File: config.mk
export PLATFORM = sky130hd
export DESIGN_NAME = wlan_information_element_parser_unit
export DESIGN_NICKNAME = d
export VERILOG_FILES = /design/src/design/wiep_pkg.sv /design/src/design/wlan_information_element_parser_unit.sv
export SDC_FILE = /design/constraint.sdc
export NUM_CORES = 1
export LEC_CHECK = 0
export ABC_AREA = 1
export BUFFER_PORTS_ARGS = -buffer_cell sky130_fd_sc_hd__buf_2
export CAP_MARGIN = 20
export CORE_MARGIN = 2
export CORE_UTILIZATION = 44
export DETAILED_ROUTE_END_ITERATION = 7
export SLEW_MARGIN = 20
export SYNTH_ARGS = -nofsm -noshare
export SYNTH_HDL_FRONTEND = slang
export SYNTH_SLANG_ARGS = --single-unit
File: constraint.sdc
create_clock -name clock -period 3.7 [get_ports clock]
set_input_delay 0.555 -clock clock [delete_from_list [all_inputs] [get_ports clock]]
set_output_delay 0.555 -clock clock [all_outputs]
set_load 0.1 [all_outputs]
File: src/design/wiep_pkg.sv
// Package for the WLAN information element parser.
// Holds element ids, vendor OUI bytes, the parse phase type and the result types.
// No dependencies; imported by the parser top level and its checker.
package wiep_pkg;

   localparam logic [7:0] ID_SSID   = 8'd0;
   localparam logic [7:0] ID_DSSS   = 8'd3;
   localparam logic [7:0] ID_RSN    = 8'd48;
   localparam logic [7:0] ID_VENDOR = 8'd221;

   localparam logic [7:0] OUI_BYTE0 = 8'h00;
   localparam logic [7:0] OUI_BYTE1 = 8'h50;
   localparam logic [7:0] OUI_BYTE2 = 8'hF2;
   localparam logic [7:0] WPA_TYPE  = 8'h01;

   localparam logic [11:0] MIN_ELEMENT_BYTES = 12'd2;

   localparam int FLAG_SSID = 0;
   localparam int FLAG_CHAN = 1;
   localparam int FLAG_RSN  = 2;
   localparam int FLAG_WPA  = 3;

   localparam logic OP_START = 1'b0;
   localparam logic OP_BYTE  = 1'b1;

   localparam logic KIND_CHAR    = 1'b0;
   localparam logic KIND_SUMMARY = 1'b1;

   typedef enum logic [3:0] {
      PH_ID   = 4'b0001,
      PH_LEN  = 4'b0010,
      PH_BODY = 4'b0100,
      PH_DONE = 4'b1000
   } phase_type;

   typedef struct packed {
      logic       wpa_seen;
      logic       rsn_seen;
      logic       ssid_seen;
      logic       channel_seen;
      logic [7:0] channel_number;
      logic [5:0] ssid_length;
      logic [7:0] ssid_char;
      logic [5:0] ssid_position;
   } rsp_data_type;

   typedef struct packed {
      logic         kind;
      logic         last;
      rsp_data_type data;
   } rsp_entry_type;

endpackage

File: src/design/wlan_information_element_parser_unit.sv
// WLAN information element parser, top level.
// Depends on wiep_pkg for element ids, phase codes and result types.
//
// Usage:
//   The req_ channel carries one transfer per item. A start transfer (req_tuser 0)
//   arms the parser with a region byte count in req_tdata[11:0]; a byte transfer
//   (req_tuser 1) delivers one region byte in req_tdata[19:12].
//   The rsp_ channel returns SSID characters (rsp_tuser 0) and, on the last byte
//   of a region or on an empty region, a summary (rsp_tuser 1). rsp_tlast marks
//   the final result caused by one input transfer.
//   Results enter a four-entry result queue and are offered once earlier ones drain.
//   Throughput is one item per cycle while req_tready is high; the state update
//   is a single pass of logic from the state registers into that queue.
//   An item that causes two results adds one entry of backlog, so req_tready
//   drops only when the queue holds more than two entries.
//   Reset clears the parser state and empties the queue; the parser then waits
//   for a start transfer and ignores byte transfers. When the receiver stalls,
//   the queue fills and req_tready goes low until entries drain.
module wlan_information_element_parser_unit
   import wiep_pkg::*;
#(
   parameter int SSID_STORE_BYTES = 34
) (
   input  logic        clock,
   input  logic        reset,
   input  logic        req_tvalid,
   output logic        req_tready,
   input  logic [23:0] req_tdata,  // region_length[11:0], data_byte[19:12], zero pad
   input  logic        req_tuser,  // operation
   output logic        rsp_tvalid,
   input  logic        rsp_tready,
   output logic [31:0] rsp_tdata,  // ssid_position[5:0], ssid_char[13:6],
                                   // ssid_length[19:14], channel_number[27:20],
                                   // channel_seen[28], ssid_seen[29], rsn_seen[30],
                                   // wpa_seen[31]
   output logic        rsp_tuser,  // result_kind
   output logic        rsp_tlast   // last_of_run
);

   localparam logic [8:0] SsidLimit = 9'(SSID_STORE_BYTES - 1);
   localparam int QueueDepth = 4;
   localparam int PtrBits = $clog2(QueueDepth);

   logic [11:0] bytes_left_ff, bytes_left_in;
   phase_type   phase_ff, phase_in;
   logic [7:0]  element_id_ff, element_id_in;
   logic [7:0]  element_length_ff, element_length_in;
   logic [7:0]  body_offset_ff, body_offset_in;
   logic        oui_match_ff, oui_match_in;
   logic [5:0]  ssid_length_ff, ssid_length_in;
   logic [7:0]  channel_ff, channel_in;
   logic [3:0]  flags_ff, flags_in;

   logic [11:0] region_length;
   logic [7:0]  data_byte;
   logic [7:0]  offset_inc;
   logic        req_xfer;
   logic        rsp_xfer;
   logic        ssid_emit;
   logic        summ_emit;

   rsp_entry_type ssid_entry;
   rsp_entry_type summ_entry;
   rsp_entry_type push0;
   rsp_entry_type push1;
   logic [1:0]    push_cnt;

   rsp_entry_type queue_mem [QueueDepth];
   logic [PtrBits-1:0] wr_ptr_ff, wr_ptr_in, rd_ptr_ff, rd_ptr_in, wr_ptr_next1;
   logic [PtrBits:0]   count_ff, count_in;

   assign region_length = req_tdata[11:0];
   assign data_byte     = req_tdata[19:12];
   assign offset_inc    = body_offset_ff + 8'd1;
   assign req_tready    = count_ff <= (PtrBits+1)'(QueueDepth - 2);
   assign req_xfer      = req_tvalid && req_tready;
   assign rsp_tvalid    = count_ff != '0;
   assign rsp_xfer      = rsp_tvalid && rsp_tready;

   always_comb begin
      bytes_left_in     = bytes_left_ff;
      phase_in          = phase_ff;
      element_id_in     = element_id_ff;
      element_length_in = element_length_ff;
      body_offset_in    = body_offset_ff;
      oui_match_in      = oui_match_ff;
      ssid_length_in    = ssid_length_ff;
      channel_in        = channel_ff;
      flags_in          = flags_ff;
      ssid_emit         = 1'b0;
      summ_emit         = 1'b0;
      if (req_xfer) begin
         if (req_tuser == OP_START) begin
            element_id_in     = '0;
            element_length_in = '0;
            body_offset_in    = '0;
            oui_match_in      = 1'b0;
            ssid_length_in    = '0;
            channel_in        = '0;
            flags_in          = '0;
            bytes_left_in     = region_length;
            if (region_length == '0) begin
               phase_in  = PH_DONE;
               summ_emit = 1'b1;
            end else begin
               phase_in = PH_ID;
            end
         end else if (bytes_left_ff != '0) begin
            unique case (phase_ff)
               PH_ID: begin
                  if (bytes_left_ff > MIN_ELEMENT_BYTES) begin
                     element_id_in = data_byte;
                     phase_in      = PH_LEN;
                  end else begin
                     phase_in = PH_DONE;
                  end
               end
               PH_LEN: begin
                  element_length_in = data_byte;
                  body_offset_in    = '0;
                  oui_match_in      = 1'b0;
                  if (element_id_ff == ID_SSID) begin
                     ssid_length_in      = '0;
                     flags_in[FLAG_SSID] = 1'b1;
                  end else if (element_id_ff == ID_RSN) begin
                     flags_in[FLAG_RSN] = 1'b1;
                  end
                  phase_in = (data_byte != '0) ? PH_BODY : PH_ID;
               end
               PH_BODY: begin
                  if (element_id_ff == ID_SSID) begin
                     if ({1'b0, body_offset_ff} < SsidLimit) begin
                        ssid_emit      = 1'b1;
                        ssid_length_in = offset_inc[5:0];
                     end
                  end else if (element_id_ff == ID_DSSS) begin
                     if (body_offset_ff == 8'd0) begin
                        channel_in          = data_byte;
                        flags_in[FLAG_CHAN] = 1'b1;
                     end
                  end else if (element_id_ff == ID_VENDOR) begin
                     if (body_offset_ff == 8'd0) begin
                        oui_match_in = data_byte == OUI_BYTE0;
                     end else if (body_offset_ff == 8'd1) begin
                        oui_match_in = oui_match_ff && (data_byte == OUI_BYTE1);
                     end else if (body_offset_ff == 8'd2) begin
                        oui_match_in = oui_match_ff && (data_byte == OUI_BYTE2);
                     end else if (body_offset_ff == 8'd3 && oui_match_ff &&
                                  data_byte == WPA_TYPE) begin
                        flags_in[FLAG_WPA] = 1'b1;
                     end
                  end
                  body_offset_in = offset_inc;
                  if (offset_inc >= element_length_ff) begin
                     phase_in = PH_ID;
                  end
               end
               PH_DONE: begin
               end
               default: begin
               end
            endcase
            bytes_left_in = bytes_left_ff - 12'd1;
            if (bytes_left_in == '0) begin
               phase_in  = PH_DONE;
               summ_emit = 1'b1;
            end
         end
      end
   end

   always_comb begin
      ssid_entry                    = '0;
      ssid_entry.kind               = KIND_CHAR;
      ssid_entry.last               = !summ_emit;
      ssid_entry.data.ssid_position = body_offset_ff[5:0];
      ssid_entry.data.ssid_char     = data_byte;

      summ_entry                     = '0;
      summ_entry.kind                = KIND_SUMMARY;
      summ_entry.last                = 1'b1;
      summ_entry.data.ssid_length    = ssid_length_in;
      summ_entry.data.channel_number = channel_in;
      summ_entry.data.channel_seen   = flags_in[FLAG_CHAN];
      summ_entry.data.ssid_seen      = flags_in[FLAG_SSID];
      summ_entry.data.rsn_seen       = flags_in[FLAG_RSN];
      summ_entry.data.wpa_seen       = flags_in[FLAG_WPA];

      push0    = ssid_emit ? ssid_entry : summ_entry;
      push1    = summ_entry;
      push_cnt = {1'b0, ssid_emit} + {1'b0, summ_emit};
   end

   assign wr_ptr_next1 = wr_ptr_ff + PtrBits'(1);
   assign wr_ptr_in    = wr_ptr_ff + PtrBits'(push_cnt);
   assign rd_ptr_in    = rd_ptr_ff + PtrBits'(rsp_xfer);
   assign count_in     = count_ff + (PtrBits+1)'(push_cnt) - (PtrBits+1)'(rsp_xfer);

   always_ff @(posedge clock) begin
      if (push_cnt != 2'd0) begin
         queue_mem[wr_ptr_ff] <= push0;
      end
      if (push_cnt == 2'd2) begin
         queue_mem[wr_ptr_next1] <= push1;
      end
   end

   always_ff @(posedge clock) begin
      if (reset) begin
         bytes_left_ff     <= '0;
         phase_ff          <= PH_DONE;
         element_id_ff     <= '0;
         element_length_ff <= '0;
         body_offset_ff    <= '0;
         oui_match_ff      <= 1'b0;
         ssid_length_ff    <= '0;
         channel_ff        <= '0;
         flags_ff          <= '0;
         wr_ptr_ff         <= '0;
         rd_ptr_ff         <= '0;
         count_ff          <= '0;
      end else begin
         bytes_left_ff     <= bytes_left_in;
         phase_ff          <= phase_in;
         element_id_ff     <= element_id_in;
         element_length_ff <= element_length_in;
         body_offset_ff    <= body_offset_in;
         oui_match_ff      <= oui_match_in;
         ssid_length_ff    <= ssid_length_in;
         channel_ff        <= channel_in;
         flags_ff          <= flags_in;
         wr_ptr_ff         <= wr_ptr_in;
         rd_ptr_ff         <= rd_ptr_in;
         count_ff          <= count_in;
      end
   end

   assign rsp_tdata = queue_mem[rd_ptr_ff].data;
   assign rsp_tuser = queue_mem[rd_ptr_ff].kind;
   assign rsp_tlast = queue_mem[rd_ptr_ff].last;

endmodule

==> impl_metrics.json <==
{
  "fin_area_mm2": 0.0112,
  "status": "finished, final reports clean",
  "worst-path-max-fanout": 19,
  "viasPerCell": 5.35,
  "vias": 8262,
  "post_dp_cell_area_mm2": 0.0104,
  "tritoncts": "done",
  "max_slew.worst_pin.slew_ns": 0.756,
  "hold_depth": 3,
  "regToRegSetupSlack_ns": 0.35,
  "clock_skew_ns": 0.00883,
  "min_period_over_period_pct": 90.7,
  "clk_path_buf_depth": 3,
  "antenna_found_initial": 0,
  "cp.arrival_ns": 3.71,
  "port-buffer-count": 60,
  "cts_setup_buffers": 0,
  "wire_per_inst_um": 16.9,
  "power.density_mw_per_mm2": 719,
  "rr_worst_depth": 19,
  "fmax_mhz": 298,
  "design.core.area_mm2": 0.0219,
  "setup_viol": 0,
  "synth_cell_type_count": 46,
  "clock-sinks": 202,
  "cts_buffers": 23,
  "worst-setup-path-type": "reg -> reg",
  "synth_area_per_cell_um2": 8.21,
  "hp-class": "in -> reg",
  "r2r-start": "bytes_left_ff[0]",
  "overflow": 0,
  "gp_congestion": 0.882,
  "finish.utilization_pct": 51.2,
  "endpoint_kind": "register",
  "cts_resized": 0,
  "slew_violations": 0,
  "num_rows": 54,
  "worstHoldStart": "req_tdata[6]",
  "cp.required_ns": 4.05,
  "grt_max_degree": 53,
  "clock_latency_ns": 0.51,
  "drtAntennaViolNets": 0,
  "peakVddDrop_mv": 0.403,
  "clk_pin_slew_ns": 0.06,
  "cts-root-buf": "clkbuf_16",
  "synthCells": 1196,
  "yosysWarnings": 0,
  "htreeDepth": 1,
  "drtIter0Drc": 600,
  "diodes": 0,
  "drt_pass1_iterations": 5,
  "critPathLaunchType": "register",
  "r2r_end": "queue_mem[0][18]",
  "grt_pass1_wl_um": 42100,
  "cap_violations": 0,
  "die_h_um": 153,
  "rsz0062_at_grt": "false",
  "synth_area_mm2": 0.00982,
  "hold_viol_final": 0,
  "relSlewSlack_pct": 49.0,
  "hold_buffers": 0,
  "final_cell_mix": "nor2_1, nand2_1, dfxtp_1, o21ai_0, inv_1",
  "leakagePower_uw": 0.00434,
  "min_to": "bytes_left_ff[6]",
  "synth_nets": 1250,
  "ios": 65,
  "dieWidth_um": 153,
  "fin_nets": 1303,
  "area_growth_syn_to_layout_pct": 14.1,
  "routed_wl_um": 26100,
  "num-fill-cells": 2128,
  "drcViolationCount": 0,
  "layout_min_cycle_time_ns": 3.35,
  "drive_gt1_share_pct": 16.0,
  "mostFrequentLayoutCell": "nor2_1",
  "yosysSeqAreaShare_pct": 48.5,
  "dpl.hpwl_um": 17400,
  "start_util_pct": 44.9,
  "track_usage_pct": 22.1,
  "grt_pass1_vias": 7783,
  "ys_seq_elements": 202,
  "tns_ns": 0,
  "die_area_mm2": 0.0235
}
-- kinds of logic after synthesis --
logic type      after synthesis  synth area share, %
buf+inv                     154                 6.69
compound gates              293                 17.1
fa+ha+maj                    25                 3.26
flops                       202                 48.5
simple gates                515                 23.8
xor+xnor                      7                0.624
-- how the worst max path moves through the flow --
stage	cells after the start	startpoint	to	slack, ns
finish	19	bytes_left_ff[0]	queue_mem[0][18]	0.35
global route	19	bytes_left_ff[0]	queue_mem[3][16]	0.002
CTS	19	bytes_left_ff[0]	queue_mem[0][18]	0.20
detailed placement	19	bytes_left_ff[0]	queue_mem[0][18]	0.23
global placement	19	bytes_left_ff[0]	queue_mem[0][18]	0.30
floorplan	19	count_ff[1]	queue_mem[0][31]	0.01
-- stage by stage --
| stage | setup WS, ns | std cells | power [µW] | hold WS (ns) |
|---|---|---|---|---|
| 2_1_floorplan | 0.0128 | 1196 | 5260 | 0.421 |
| 3_3_place_gp | 0.298 | 1504 | 5840 | 0.434 |
| 3_5_place_dp | 0.226 | 1504 | 5860 | 0.436 |
| 4_1_cts | 0.200 | 1544 | 8120 | 0.307 |
| 5_1_grt | 0.00170 | 1544 | 8450 | 0.355 |
| 6_report | 0.346 | 1544 | 8060 | 0.328 |
-- synthesized netlist by cell type, drive strengths merged --
library cell  instances  area share (%)
fa                    1            0.20
ha                   24             3.1
clkinv                1           0.038
nor4                  4            0.25
nor3                 13            0.66
o22ai                34             2.2
xor2                  5            0.45
buf                  10             1.1
o211ai                1           0.076
xnor2                 2            0.18
and2                  1           0.064
o21ai               162             9.3
nor4b                 1           0.089
a211oi               13            0.99
or2                   4            0.25
nor2                208             8.9
a21boi                1           0.076
nand3b                4            0.31
a31oi                 8            0.57
clkbuf               46             1.8
inv                  97             3.8
edfxtp               72              22
a21oi                71             3.7
nand2               181             7.8
nand3                89             4.9
dfxtp               130              27
o21bai                3            0.23
nand4                10            0.64
-- where the power goes --
| part | internal (µW) | total [µW] | switching, µW |
|---|---|---|---|
| combinational | 666 | 3270 | 2600 |
| clock | 1360 | 2250 | 884 |
| sequential | 2430 | 2540 | 112 |
| total | 4460 | 8060 | 3600 |
-- cell type report --
class / count / area (µm²) / share of cell area, %
Tap cell: 280 / 350 / 3.13
Sequential cell: 202 / 4770 / 42.5
Clock inverter: 5 / 51.3 / 0.458
Inverter: 98 / 380 / 3.40
Clock buffer: 35 / 701 / 6.26
Multi-Input combinational cell: 840 / 4420 / 39.5
Timing Repair Buffer: 84 / 531 / 4.74
-- worst max-delay path: stages (launching register included) --
cell	delay [ns]
dfxtp_1	0.32
inv_1	0.20
ha_2	0.29
nand2_2	0.08
nor2_2	0.16
nor2_1	0.07
nor2_2	0.09
nand2_1	0.07
nor2_2	0.09
nand3_2	0.10
nand2_4	0.11
nand2_4	0.08
nor2_2	0.18
ha_1	0.20
inv_1	0.11
nor3_2	0.30
inv_1	0.09
nand2_1	0.19
o21ai_4	0.25
a21oi_1	0.18
-- registers in the layout, summed over array words and instances (netlist names) --
| name | count |
|---|---|
| body_offset_ff | 8 |
| element_length_ff | 8 |
| oui_match_ff | 1 |
| count_ff | 3 |
| element_id_ff | 8 |
| phase_ff | 4 |
| rd_ptr_ff | 2 |
| bytes_left_ff | 12 |
| flags_ff | 4 |
| channel_ff | 8 |
| queue_mem | 136 |
| wr_ptr_ff | 2 |
| ssid_length_ff | 6 |
-- per-layer routing --
layer  part of all wire [%]  wire (µm)  up-vias  track usage [%]
met5                      0          0        -                0
met4                    2.0        532        0             5.68
met3                    6.2       1630       38             2.78
met2                     46      12000      217             36.4
met1                     46      11900     3842             31.1
li1                       -          -     4165                -
(Power assumes the default switching activity.)
